===== src/rtl/pme_pkg.sv =====
package pme_pkg;

  localparam int unsigned MaxGenesDef = 64;
  localparam int unsigned GeneWidthDef = 16;

  localparam int unsigned PosW = 6;
  localparam int unsigned LenW = 7;
  localparam int unsigned ValW = 16;
  localparam int unsigned CfgIdxW = 2;
  localparam int unsigned CfgDataW = 7;

  localparam logic [CfgIdxW-1:0] CFG_GENOME_LENGTH = 2'd0;
  localparam logic [CfgIdxW-1:0] CFG_BEGIN_SKIP = 2'd1;
  localparam logic [CfgIdxW-1:0] CFG_END_SKIP = 2'd2;

  localparam logic [LenW-1:0] GenomeLengthRst = 7'd64;

  typedef enum logic [2:0] {
    ACT_LOAD     = 3'd0,
    ACT_READ     = 3'd1,
    ACT_REVERSE  = 3'd2,
    ACT_MIGRATE  = 3'd3,
    ACT_NEIGHBOUR = 3'd4,
    ACT_SWAP_TWO = 3'd5
  } action_e;

  typedef enum logic [1:0] {
    K_LOAD,
    K_READ,
    K_REV,
    K_PAIR
  } kind_e;

  typedef enum logic [1:0] {
    S_IDLE,
    S_RUN,
    S_DONE
  } state_e;

  typedef struct packed {
    logic            swap_en;
    logic [LenW-1:0] lo;
    logic [LenW-1:0] hi;
    logic            par_en;
    logic            par;
    logic            wr;
    logic [PosW-1:0] addr;
    logic            tap_cap;
    logic            tap_shift;
  } ctl_t;

endpackage


===== src/rtl/pme_cell.sv =====
module pme_cell
  import pme_pkg::*;
#(
  parameter int unsigned GW  = GeneWidthDef,
  parameter int unsigned IDX = 0
) (
  input  logic          clk_i,
  input  ctl_t          ctl_i,
  input  logic [GW-1:0] wdata_i,
  input  logic [GW-1:0] left_gene_i,
  input  logic [GW-1:0] right_gene_i,
  input  logic          left_sw_i,
  input  logic [GW-1:0] tap_in_i,
  output logic          sw_o,
  output logic [GW-1:0] gene_o,
  output logic [GW-1:0] tap_o
);

  logic [GW-1:0] gene_q, gene_d;
  logic [GW-1:0] tap_q, tap_d;
  logic          hit;
  logic          par_ok;

  assign hit    = (IDX == int'(ctl_i.addr));
  assign par_ok = !ctl_i.par_en || ((IDX % 2) == int'(ctl_i.par));
  assign sw_o   = ctl_i.swap_en && (IDX >= int'(ctl_i.lo)) && (IDX < int'(ctl_i.hi)) && par_ok;

  always_comb begin
    gene_d = gene_q;
    if (ctl_i.wr && hit) begin
      gene_d = wdata_i;
    end else if (sw_o) begin
      gene_d = right_gene_i;
    end else if (left_sw_i) begin
      gene_d = left_gene_i;
    end
  end

  always_comb begin
    tap_d = tap_q;
    if (ctl_i.tap_cap && hit) begin
      tap_d = gene_q;
    end else if (ctl_i.tap_shift) begin
      tap_d = tap_in_i;
    end
  end

  always_ff @(posedge clk_i) begin
    gene_q <= gene_d;
    tap_q  <= tap_d;
  end

  assign gene_o = gene_q;
  assign tap_o  = tap_q;

endmodule


===== src/rtl/pme_seq.sv =====
module pme_seq
  import pme_pkg::*;
#(
  parameter int unsigned MAX_GENES  = MaxGenesDef,
  parameter int unsigned GENE_WIDTH = GeneWidthDef
) (
  input  logic                  clk_i,
  input  logic                  rst_ni,
  input  logic                  cfg_valid_i,
  input  logic [CfgIdxW-1:0]    cfg_index_i,
  input  logic [CfgDataW-1:0]   cfg_data_i,
  input  logic                  in_valid_i,
  output logic                  in_ready_o,
  input  logic [2:0]            action_i,
  input  logic [PosW-1:0]       pos_a_i,
  input  logic [PosW-1:0]       pos_b_i,
  input  logic                  backward_i,
  input  logic [PosW-1:0]       steps_i,
  output logic                  out_valid_o,
  input  logic                  out_ready_i,
  output logic [ValW-1:0]       read_value_o,
  output logic                  status_o,
  input  logic [GENE_WIDTH-1:0] tap_i,
  output ctl_t                  ctl_o
);

  state_e state_q, state_d;

  logic [LenW-1:0] len_q;
  logic [PosW-1:0] bskip_q;
  logic [PosW-1:0] eskip_q;

  kind_e           kind_q, kind_d;
  logic [LenW-1:0] cnt_q, cnt_d;
  logic [LenW-1:0] ph2_q, ph2_d;
  logic [LenW-1:0] p_q, p_d;
  logic            dec_q, dec_d;
  logic [LenW-1:0] seg_lo_q, seg_lo_d;
  logic [LenW-1:0] seg_hi_q, seg_hi_d;
  logic            par_q, par_d;
  logic            first_q, first_d;
  logic [PosW-1:0] addr_q, addr_d;
  logic            err_q, err_d;

  logic            out_valid_q, out_valid_d;
  logic [ValW-1:0] rd_q, rd_d;
  logic            st_q, st_d;

  logic            accept;
  logic            deliver;
  logic            last;

  logic              len_ok;
  logic signed [8:0] len_s, lo_s, hi_s, a_s, b_s, st_s;
  logic              win, a_in, b_in;
  logic [LenW-1:0]   a7, b7, x7, y7, ry7, gap;
  logic              pl_ok;
  kind_e             pl_kind;
  logic [LenW-1:0]   pl_cnt, pl_ph2, pl_p, pl_lo, pl_hi;
  logic              pl_dec;

  assign accept  = in_valid_i && in_ready_o;
  assign deliver = (state_q == S_DONE) && (!out_valid_q || out_ready_i);
  assign last    = (cnt_q == LenW'(1));

  always_ff @(posedge clk_i or negedge rst_ni) begin
    if (!rst_ni) begin
      len_q   <= GenomeLengthRst;
      bskip_q <= '0;
      eskip_q <= '0;
    end else if (cfg_valid_i) begin
      case (cfg_index_i)
        CFG_GENOME_LENGTH: len_q   <= cfg_data_i;
        CFG_BEGIN_SKIP:    bskip_q <= cfg_data_i[PosW-1:0];
        CFG_END_SKIP:      eskip_q <= cfg_data_i[PosW-1:0];
        default: ;
      endcase
    end
  end

  always_comb begin
    len_ok = (len_q >= LenW'(2)) && (int'(len_q) <= MAX_GENES);
    len_s  = $signed({2'b00, len_q});
    lo_s   = $signed({3'b000, bskip_q});
    hi_s   = len_s - 9'sd1 - $signed({3'b000, eskip_q});
    a_s    = $signed({3'b000, pos_a_i});
    b_s    = $signed({3'b000, pos_b_i});
    st_s   = $signed({3'b000, steps_i});
    win    = lo_s <= hi_s;
    a_in   = win && (a_s >= lo_s) && (a_s <= hi_s);
    b_in   = win && (b_s >= lo_s) && (b_s <= hi_s);
    a7     = {1'b0, pos_a_i};
    b7     = {1'b0, pos_b_i};
    ry7    = ((a7 + LenW'(1)) == len_q) ? '0 : (a7 + LenW'(1));
    x7     = a7;
    y7     = b7;
    gap    = '0;
    pl_ok   = 1'b0;
    pl_kind = K_PAIR;
    pl_cnt  = '0;
    pl_ph2  = '0;
    pl_p    = a7;
    pl_dec  = 1'b0;
    pl_lo   = '0;
    pl_hi   = '0;
    case (action_e'(action_i))
      ACT_LOAD: begin
        pl_ok   = a7 < len_q;
        pl_kind = K_LOAD;
        pl_cnt  = LenW'(1);
      end
      ACT_READ: begin
        pl_ok   = a7 < len_q;
        pl_kind = K_READ;
        pl_cnt  = a7 + LenW'(1);
      end
      ACT_REVERSE: begin
        pl_ok   = a_in && b_in;
        pl_kind = K_REV;
        if (a7 == b7) begin
          y7 = ry7;
        end
        if (y7 < a7) begin
          x7 = y7;
          y7 = a7;
        end
        pl_lo  = x7;
        pl_hi  = y7;
        pl_cnt = y7 - x7 + LenW'(1);
      end
      ACT_MIGRATE: begin
        pl_cnt = {1'b0, steps_i};
        if (!backward_i) begin
          pl_ok = win && (a_s >= lo_s) && (a_s <= hi_s - 9'sd1) && (st_s >= 9'sd1)
                  && (st_s <= hi_s - a_s);
          pl_p  = a7;
        end else begin
          pl_ok  = win && (a_s >= lo_s + 9'sd1) && (a_s <= hi_s) && (st_s >= 9'sd1)
                   && (st_s <= a_s - lo_s);
          pl_p   = a7 - LenW'(1);
          pl_dec = 1'b1;
        end
      end
      ACT_NEIGHBOUR: begin
        pl_ok = a_in;
        if (a_s < hi_s) begin
          pl_cnt = LenW'(1);
        end else begin
          x7     = {1'b0, bskip_q};
          y7     = a7;
          gap    = y7 - x7;
          pl_p   = x7;
          pl_cnt = gap;
          pl_ph2 = (gap == '0) ? '0 : gap - LenW'(1);
        end
      end
      ACT_SWAP_TWO: begin
        pl_ok = a_in && b_in;
        if (b7 < a7) begin
          x7 = b7;
          y7 = a7;
        end
        gap    = y7 - x7;
        pl_p   = x7;
        pl_cnt = gap;
        pl_ph2 = (gap == '0) ? '0 : gap - LenW'(1);
      end
      default: pl_ok = 1'b0;
    endcase
    pl_ok = pl_ok && len_ok;
  end

  always_comb begin
    state_d = state_q;
    case (state_q)
      S_IDLE: begin
        if (accept) begin
          state_d = (pl_ok && (pl_cnt != '0)) ? S_RUN : S_DONE;
        end
      end
      S_RUN: begin
        if (last && (ph2_q == '0)) begin
          state_d = S_DONE;
        end
      end
      S_DONE: begin
        if (deliver) begin
          state_d = S_IDLE;
        end
      end
      default: state_d = S_IDLE;
    endcase
  end

  always_comb begin
    kind_d      = kind_q;
    cnt_d       = cnt_q;
    ph2_d       = ph2_q;
    p_d         = p_q;
    dec_d       = dec_q;
    seg_lo_d    = seg_lo_q;
    seg_hi_d    = seg_hi_q;
    par_d       = par_q;
    first_d     = first_q;
    addr_d      = addr_q;
    err_d       = err_q;
    out_valid_d = out_valid_q && !out_ready_i;
    rd_d        = rd_q;
    st_d        = st_q;
    case (state_q)
      S_IDLE: begin
        if (accept) begin
          kind_d   = pl_kind;
          cnt_d    = pl_cnt;
          ph2_d    = pl_ph2;
          p_d      = pl_p;
          dec_d    = pl_dec;
          seg_lo_d = pl_lo;
          seg_hi_d = pl_hi;
          par_d    = pl_lo[0];
          first_d  = 1'b1;
          addr_d   = pos_a_i;
          err_d    = !pl_ok;
        end
      end
      S_RUN: begin
        first_d = 1'b0;
        cnt_d   = cnt_q - LenW'(1);
        par_d   = !par_q;
        p_d     = dec_q ? (p_q - LenW'(1)) : (p_q + LenW'(1));
        if (last && (ph2_q != '0)) begin
          cnt_d = ph2_q;
          ph2_d = '0;
          dec_d = 1'b1;
          p_d   = p_q - LenW'(1);
        end
      end
      S_DONE: begin
        if (deliver) begin
          out_valid_d = 1'b1;
          rd_d        = ((kind_q == K_READ) && !err_q) ? ValW'(tap_i) : '0;
          st_d        = err_q;
        end
      end
      default: ;
    endcase
  end

  always_ff @(posedge clk_i or negedge rst_ni) begin
    if (!rst_ni) begin
      state_q     <= S_IDLE;
      out_valid_q <= 1'b0;
      kind_q      <= K_PAIR;
      cnt_q       <= '0;
      ph2_q       <= '0;
      first_q     <= 1'b0;
    end else begin
      state_q     <= state_d;
      out_valid_q <= out_valid_d;
      kind_q      <= kind_d;
      cnt_q       <= cnt_d;
      ph2_q       <= ph2_d;
      first_q     <= first_d;
    end
  end

  always_ff @(posedge clk_i) begin
    p_q      <= p_d;
    dec_q    <= dec_d;
    seg_lo_q <= seg_lo_d;
    seg_hi_q <= seg_hi_d;
    par_q    <= par_d;
    addr_q   <= addr_d;
    err_q    <= err_d;
    rd_q     <= rd_d;
    st_q     <= st_d;
  end

  always_comb begin
    ctl_o           = '0;
    ctl_o.addr      = addr_q;
    ctl_o.par       = par_q;
    ctl_o.par_en    = (kind_q == K_REV);
    ctl_o.lo        = (kind_q == K_REV) ? seg_lo_q : p_q;
    ctl_o.hi        = (kind_q == K_REV) ? seg_hi_q : (p_q + LenW'(1));
    if (state_q == S_RUN) begin
      ctl_o.swap_en   = (kind_q == K_REV) || (kind_q == K_PAIR);
      ctl_o.wr        = (kind_q == K_LOAD);
      ctl_o.tap_shift = (kind_q == K_READ);
      ctl_o.tap_cap   = (kind_q == K_READ) && first_q;
    end
  end

  assign in_ready_o   = (state_q == S_IDLE);
  assign out_valid_o  = out_valid_q;
  assign read_value_o = rd_q;
  assign status_o     = st_q;

endmodule


===== src/rtl/permutation_mutation_engine_core.sv =====
// Permutation mutation engine. The genome lives in a row of cells, one element per cell, and
// every mutation is carried out as adjacent swaps between neighbouring cells, one swap per cell
// pair per cycle. An item is first taken in, then: load writes the element into its cell; read
// captures the element at pos_a, which travels down the read chain to cell 0; reverse works by
// alternating rounds of parallel neighbour swaps; migrate makes one swap per step; swap two
// positions carries the first element up to the second and the displaced one back down (the
// wrap case of neighbour swap is the same); a plain neighbour swap is a single swap; then the
// result is placed in the output register. Errors and no-op swaps skip the working phase. One
// item is worked on at a time, but a new request is taken while the previous result still
// waits on the output. Configuration writes are always ready and must only be made while the
// block is idle. Elements never loaded read back as unknown values.
module permutation_mutation_engine_core
  import pme_pkg::*;
#(
  parameter int unsigned MAX_GENES  = MaxGenesDef,
  parameter int unsigned GENE_WIDTH = GeneWidthDef
) (
  input  logic                clk_i,
  input  logic                rst_ni,
  input  logic                cfg_valid_i,
  output logic                cfg_ready_o,
  input  logic [CfgIdxW-1:0]  cfg_index_i,
  input  logic [CfgDataW-1:0] cfg_data_i,
  input  logic                s_axis_tvalid,
  output logic                s_axis_tready,
  // pos_a [5:0], pos_b [11:6], backward [12], steps [18:13], load_value [34:19], zero [39:35]
  input  logic [39:0]         s_axis_tdata,
  // action [2:0]
  input  logic [2:0]          s_axis_tuser,
  output logic                m_axis_tvalid,
  input  logic                m_axis_tready,
  // read_value [15:0]
  output logic [15:0]         m_axis_tdata,
  // status [0]
  output logic                m_axis_tuser
);

  ctl_t                  ctl;
  logic [GENE_WIDTH-1:0] wdata;
  logic [GENE_WIDTH-1:0] gene [MAX_GENES];
  logic [GENE_WIDTH-1:0] tap [MAX_GENES];
  logic                  sw [MAX_GENES];
  logic [GENE_WIDTH-1:0] ld_q;

  assign cfg_ready_o = 1'b1;

  always_ff @(posedge clk_i) begin
    if (s_axis_tvalid && s_axis_tready) begin
      ld_q <= GENE_WIDTH'(s_axis_tdata[34:19]);
    end
  end

  assign wdata = ld_q;

  pme_seq #(
    .MAX_GENES (MAX_GENES),
    .GENE_WIDTH(GENE_WIDTH)
  ) u_seq (
    .clk_i       (clk_i),
    .rst_ni      (rst_ni),
    .cfg_valid_i (cfg_valid_i),
    .cfg_index_i (cfg_index_i),
    .cfg_data_i  (cfg_data_i),
    .in_valid_i  (s_axis_tvalid),
    .in_ready_o  (s_axis_tready),
    .action_i    (s_axis_tuser),
    .pos_a_i     (s_axis_tdata[5:0]),
    .pos_b_i     (s_axis_tdata[11:6]),
    .backward_i  (s_axis_tdata[12]),
    .steps_i     (s_axis_tdata[18:13]),
    .out_valid_o (m_axis_tvalid),
    .out_ready_i (m_axis_tready),
    .read_value_o(m_axis_tdata),
    .status_o    (m_axis_tuser),
    .tap_i       (tap[0]),
    .ctl_o       (ctl)
  );

  for (genvar j = 0; j < MAX_GENES; j++) begin : g_cell
    logic [GENE_WIDTH-1:0] lg;
    logic [GENE_WIDTH-1:0] rg;
    logic [GENE_WIDTH-1:0] rt;
    logic                  lsw;

    if (j == 0) begin : g_first
      assign lg  = '0;
      assign lsw = 1'b0;
    end else begin : g_mid_l
      assign lg  = gene[j-1];
      assign lsw = sw[j-1];
    end

    if (j == MAX_GENES - 1) begin : g_last
      assign rg = '0;
      assign rt = '0;
    end else begin : g_mid_r
      assign rg = gene[j+1];
      assign rt = tap[j+1];
    end

    pme_cell #(
      .GW (GENE_WIDTH),
      .IDX(j)
    ) u_cell (
      .clk_i       (clk_i),
      .ctl_i       (ctl),
      .wdata_i     (wdata),
      .left_gene_i (lg),
      .right_gene_i(rg),
      .left_sw_i   (lsw),
      .tap_in_i    (rt),
      .sw_o        (sw[j]),
      .gene_o      (gene[j]),
      .tap_o       (tap[j])
    );
  end

endmodule


===== config.mk =====
export PLATFORM = sky130hd
export DESIGN_NAME = permutation_mutation_engine_core
export DESIGN_NICKNAME = d
export VERILOG_FILES = /design/src/rtl/pme_pkg.sv /design/src/rtl/pme_cell.sv /design/src/rtl/pme_seq.sv /design/src/rtl/permutation_mutation_engine_core.sv
export SDC_FILE = /design/constraint.sdc
export NUM_CORES = 2
export LEC_CHECK = 0
export BUFFER_PORTS_ARGS = -buffer_cell sky130_fd_sc_hd__buf_2
export CORE_UTILIZATION = 60
export CTS_CLUSTER_DIAMETER = 100
export CTS_CLUSTER_SIZE = 30
export DETAILED_ROUTE_END_ITERATION = 8
export GPL_TIMING_DRIVEN = 0
export PLACE_DENSITY_LB_ADDON = 0.3
export SETUP_SLACK_MARGIN = 0.1
export SYNTH_ARGS = -nofsm -noshare
export SYNTH_HDL_FRONTEND = slang
export SYNTH_SLANG_ARGS = --single-unit

===== constraint.sdc =====
create_clock -name clk_i -period 7.99 [get_ports clk_i]
set_clock_uncertainty 0.05 [all_clocks]
set_input_delay 0.3995 -clock clk_i [delete_from_list [all_inputs] [get_ports clk_i]]
set_output_delay 0.3995 -clock clk_i [all_outputs]
set_load 0.01 [all_outputs]

== Word-level counts from Yosys, hierarchy flattened ==
Index checks and enable logic that the tools add are counted.
Widths: inputs -> output; s select.

* Multipliers: 0
* Equality and inequality tests: 82
* Shift operators: 0
* Add/subtract/negate cells: 17
* Bitwise gates (word level): 1
* Muxes and demuxes: 374
* Div/mod/pow operators: 0
* Reduce and logical (&&, ||, !) cells: 501
* Magnitude comparators: 144

{| class="wikitable"
|+ Operators with widths
! operator !! count
|-
| $mux 16 || 319
|-
| $logic_and 1x1->1 || 342
|-
| $ge 6x7->1 const A || 32
|-
| $lt 6x7->1 const A || 32
|-
| $eq 6x6->1 const A || 32
|-
| $reduce_bool 3->1 || 63
|-
| $mux 7 || 23
|-
| $reduce_bool 2->1 || 66
|-
| $ge 5x7->1 const A || 16
|-
| $lt 5x7->1 const A || 16
|-
| $eq 5x6->1 const A || 16
|-
| $ge 4x7->1 const A || 8
|-
| $lt 4x7->1 const A || 8
|-
| $pmux 7 s2 || 4
|-
| $le 7x9->1 || 6
|-
| $eq 4x6->1 const A || 8
|-
| $pmux 7 s6 || 1
|-
| $ge 3x7->1 const A || 4
|-
| $lt 3x7->1 const A || 4
|-
| $sub 7x1->7 const B || 4
|-
| $eq 3x6->1 const A || 4
|-
| $logic_not 7->1 || 3
|-
| $pmux 7 s3 || 1
|-
| $mux 6 || 3
|-
| other kinds (48) || 104
|}

* Bits in registers: 2150
* Output and inout bits: 20
* Latch bits: 0
* Bits in writable memories: 0
* Bits in read-only memories: 0
* Input port bits: 57
* Memories: 0
* Word-level logic and storage cells: 1267

== Depth between registers and ports, before layout ==
* Word-level depth: 16
* Depth in mapped cells: 32
* Mapped depth without buffers: 30

== Worst setup path after synthesis ==
No wires, ideal clock.

* Kind: in2reg
* Start point: in s_axis_tdata[1]
* End point: reg u_seq.state_q[1]
* Arrival time: 5.929 ns
* Slack: 1.885 ns
* Cell stages on the path: 31
* Required time: 7.813 ns
* Path through: buf_4 -> inv_1 -> ha_1 -> xor2_1 -> a311o_1 -> nor4_4 -> nand2_1 -> or3b_1 -> nand2_1 -> o21ai_1 -> ha_1 -> nor2b_1 -> o21a_1 -> o21ai_0 -> a21oi_1 -> a211o_1 -> clkbuf_1 -> or2_2 -> o22ai_1 -> ha_1 -> inv_1 -> fa_1 -> inv_1 -> a21o_1 -> a21oi_1 -> xnor2_1 -> a22oi_1 -> o21ai_0 -> nor3_1 -> a41o_1 -> a221o_1

* Cells in the longest elaborated chain, start to end: 16
* Elaborated cells between the ends (all ways): 50
* Those cells by class: add/sub (7); order compare (10); eq/ne (2); mux (18); reduce/logical (13)

{| class="wikitable"
|+ RTL lines
! element !! line !! text
|-
| start, declared || permutation_mutation_engine_core.sv:27 || <nowiki>input logic [39:0] s_axis_tdata,</nowiki>
|-
| $add 6x1->7 || pme_seq.sv:94, pme_seq.sv:115 ||
|-
| $eq 7x7->1 || pme_seq.sv:94 || <nowiki>ry7 = ((a7 + LenW'(1)) == len_q) ? '0 : (a7 + LenW'(1));</nowiki>
|-
| $mux 7 || pme_seq.sv:94 ||
|-
| $mux 7 || pme_seq.sv:120 || <nowiki>if (a7 == b7) begin</nowiki>
|-
| $mux 7 || pme_seq.sv:106 || <nowiki>case (action_e'(action_i))</nowiki>
|-
| $lt 7x6->1 || pme_seq.sv:123 || <nowiki>if (y7 < a7) begin</nowiki>
|-
| $mux 7 || pme_seq.sv:123 ||
|-
| $mux 7 || pme_seq.sv:106 ||
|-
| $sub 7x7->7 || pme_seq.sv:129 || <nowiki>pl_cnt = y7 - x7 + LenW'(1);</nowiki>
|-
| $add 7x1->7 || pme_seq.sv:129 ||
|-
| $pmux 7 s6 || pme_seq.sv:106 ||
|-
| $reduce_bool 7->1 || pme_seq.sv:178 || <nowiki>state_d = (pl_ok && (pl_cnt != '0)) ? S_RUN : S_DONE;</nowiki>
|-
| $logic_and 1x1->1 (*) || pme_seq.sv:178 ||
|-
| $mux 2 (*) || pme_seq.sv:178 ||
|-
| $mux 2 (*) || pme_seq.sv:177 || <nowiki>if (accept) begin</nowiki>
|-
| $pmux 2 s3 (*) || pme_seq.sv:175 || <nowiki>case (state_q)</nowiki>
|-
| end signal, assigned || pme_seq.sv:258 || <nowiki>state_q <= state_d;</nowiki>
|-
| end, declared || pme_seq.sv:27 || <nowiki>state_e state_q, state_d;</nowiki>
|}

Mark *: on every way between the ends. The rest lies on a longest branch, timed or not. The select of a mux whose other input is x is not followed.
A chain may end at the register's enable or synchronous reset.

== Worst setup path after layout ==
* Start point: in s_axis_tdata[0]
* End point: reg u_seq.state_q[0]

Same word-level chain as after synthesis.

==> flow_metrics.py <==
metrics = {
    "hold_path": {
        "hold_start": "cfg_valid_i",
        "hold_path.class": "input pin to flop",
        "min_path_cells": 4,
        "whs_endpoint": "u_seq.len_q[1]",
    },
    "logic_synthesis": {
        "synth_common_cells": "edfxtp_1 (2,111), mux2_2 (1,031), mux2i_1 (1,007), nand2_1 (815), nor2_1 (635)",
        "synth_edf_count": 2111,
        "async_flop_share_pct": 1.81,
        "synth_cell_types": 87,
        "ys_seq_area_share_pct": 60.9,
        "syn_avg_cell_area_um2": 12.9,
        "yosys.area.top_type": "edfxtp_1",
        "synth_cells": 8166,
        "syn_nets": 8321,
        "ys.flop_type": "edfxtp_1",
        "synth_most_common_cell": "edfxtp_1",
        "synth_top_area_share_pct": 60.0,
        "synth_seq_cells": 2150,
        "synth_area_um2": 106000,
        "synth.area.top_cells": "edfxtp_1 (60%), mux2_2 (11%), mux2i_1 (9.5%)",
        "ys_warn_count": 0,
    },
    "global_routing": {
        "first_global_vias": 69756,
        "grt_pass1_wl_um": 463000,
        "grt_overflow": 0,
        "track_usage_pct": 35.1,
        "antenna_found_initial": 14,
        "grt_max_degree": 47,
    },
    "drt": {
        "first_pass_iters": 6,
        "first_iter_violations": 9314,
        "routed_wl_um": 319000,
        "viasPerCell": 6.59,
        "via_count": 70709,
        "remaining_drc_errors": 0,
        "ant_nets": 0,
        "wl_per_cell_um": 29.7,
    },
    "clocking": {
        "cts_made_buffers": 85,
        "cts.sinks": 2150,
        "htreeDepth": 3,
        "cts_tree": "built",
        "root_buffer": "clkbuf_16",
        "clk-insertion-delay-late_ps": 800,
        "cts.path.max_buffers": 3,
        "clk_pin_slew_ps": 110,
    },
    "place": {
        "port_buffers": 68,
        "place_congestion": 0.995,
        "placed_area_um2": 109000,
        "dp_hpwl_um": 240000,
    },
    "timing": {
        "slew_headroom_pct": -5.54,
        "max_freq_mhz": 133,
        "setup_viol": 0,
        "period_share_pct": 94.0,
        "rsz0062_at_grt": "no",
        "drv_slew": 84,
        "finalSetupTns_ps": 0,
        "finalCriticalPeriod_ps": 7510,
        "worst_pin_slew_ps": 1580,
        "hold_viol": 0,
    },
    "power_and_ir_drop": {
        "ir_drop_mv": 0.211,
        "power_density_nw_per_um2": 171,
        "p_leak_nw": 35.5,
    },
    "final_layout": {
        "final_net_count": 8544,
        "area_growth_pct": 6.35,
        "drive_above_1_share_pct": 17.7,
        "fill_cells": 12866,
        "design_area_um2": 112000,
    },
    "critical_path": {
        "slowest_delay_ps": 520,
        "crit_path_frequent_cell": "ha_1",
        "worst_ep_required_time_ps": 8580,
        "ff2ff_setup_slack_ps": 1270,
        "cp_max_fo": 10,
        "r2r.worst_path.cells": 28,
        "worstSetupPathType": "input pin to flop",
        "crit_slowest_cell": "dlygate4sd3_1",
        "crit_path_start_kind": "input pin",
        "path_buf_inv": 7,
        "reg2reg_to": "u_seq.state_q[0]",
        "cp_top_family": "compound AO/OA/AOI/OAI gates",
        "r2r_start": "u_seq.len_q[0]",
        "endpoint_kind": "flop",
        "arrival_ps": 8100,
    },
    "die": {
        "die_h_um": 422,
        "start_util_pct": 60.6,
        "fp-row-count": 153,
        "io-pin-count": 77,
        "core_area_um2": 174000,
        "dieArea_um2": 178000,
        "die_width_um": 422,
    },
    "job": {
        "max_cap_violations": 10,
    },
    "outcome": {
        "violations": "capacitance limit, slew limit",
        "status": "finished with violations",
    },
}
-- power breakdown --
part | leakage, nW | switching (mW) | internal [mW] | total [mW]
logic | 18.4 | 0.831 | 0.570 | 1.40
clock network | 1.19 | 3.52 | 2.10 | 5.62
registers | 15.9 | 0.0277 | 12.2 | 12.2
-- timing repair --
action | in CTS | in global routing
hold endpoints to repair | 80 | 0
buffers inserted | 0 | 4
endpoints found under the setup margin | 0 | 3
resized for setup | 0 | 4
hold buffers | 37 | 0
-- flip-flops by register name, summed over array words and instances, names as in the netlist, 7 cells and up --
name and flops:
g_cell.u_cell.gene_o 1024, u_seq.read_value_o 16, u_seq.cnt_q 7, u_seq.seg_lo_q 7
u_seq.len_q 7, g_cell.u_cell.tap_o 1024, u_seq.p_q 7, u_seq.seg_hi_q 7
ld_q 16, u_seq.ph2_q 7
-- cells in the final DEF (no fill, tap or decap), drive strengths merged, types with 6 or more instances in the layout --
cell type,n
a31oi,12
nor2b,26
nand3b,26
o211ai,31
a21oi,488
mux2,1041
xnor2,39
a22oi,7
ha,94
inv,70
nor2,636
or3,23
and3,24
a31o,6
edfxtp,2111
a22o,17
nand2,815
mux2i,1007
a221oi,10
xor2,24
a21o,16
dlygate4sd3,37
nand2b,25
and2,34
o221ai,22
o22ai,13
o21a,19
dfrtp,36
nand4,10
clkinv,9
nor3,50
nand3,72
clkbuf,505
o21ai,677
or2,16
a211oi,13
buf,255
nor4,13
-- layout make-up --
type | instances | area [um2] | share of cell area (%)
Tap cell | 2325 | 2910 | 2.59
Timing Repair Buffer | 136 | 1120 | 0.994
Buffer | 568 | 2390 | 2.13
Clock inverter | 14 | 263 | 0.234
Inverter | 69 | 263 | 0.234
Antenna cell | 2 | 5.00 | 0.00445
Multi-Input combinational cell | 5379 | 38900 | 34.6
Clock buffer | 93 | 2200 | 1.96
Sequential cell | 2150 | 64400 | 57.2
-- cells by family after synthesis --
family,count (synthesis),share of synthesized area [%]
DFF,2150,60.9
muxes,2048,20.6
and+or+nand+nor,1788,7.11
AOI/OAI and AO/OA,1377,7.14
buffers and inverters,637,2.48
adders and majority gates,100,1.21
xor gates and xnor gates,64,0.557
other,2,0.00710
-- worst reg2reg max path, delay by kind of cell (launching register included) --
family	cells	cell delay (ps)
AO/OA/AOI/OAI	13	2420
XOR/XNOR	1	150
adder cells (fa/ha/maj)	4	1250
buffers and inverters	3	370
flip-flops	1	460
AND/OR/NAND/NOR	7	1890
-- worst max path at each step --
stage,startpoint,endpoint,slack (ps),cells after the start
after floorplan,s_axis_tdata[1],u_seq.state_q[1],1880,31
after global placement,s_axis_tdata[0],u_seq.cnt_q[5],200,32
after detailed placement,s_axis_tdata[0],u_seq.state_q[1],200,32
after CTS,s_axis_tdata[0],u_seq.state_q[1],480,33
after global routing,s_axis_tdata[0],u_seq.state_q[1],140,33
final,s_axis_tdata[0],u_seq.state_q[0],480,33
-- per-layer routing --
metal  share of wire, %  global-route usage (%)  up-vias
li1                   -                       -    30793
met1                 39                    46.8    35194
met2                 45                    54.6     3974
met3                9.7                    7.66      738
met4                5.9                    17.7       10
met5              0.029                       0        -
-- through the flow --
stage | hold WS [ps] | setup WS, ps | instances | power, mW | util, %
after floorplan | 53.9 | 1880 | 8166 | 13.5 | -
after global placement | 414 | 196 | 10559 | 13.8 | 62.5
after detailed placement | 454 | 197 | 10582 | 13.8 | 62.8
after CTS | 64.7 | 478 | 10726 | 19.2 | 64.4
after global routing | 161 | 139 | 10734 | 19.7 | 64.5
final | 147 | 478 | 10736 | 19.2 | 64.5
No activity file was read; power rests on OpenSTA's default activity.
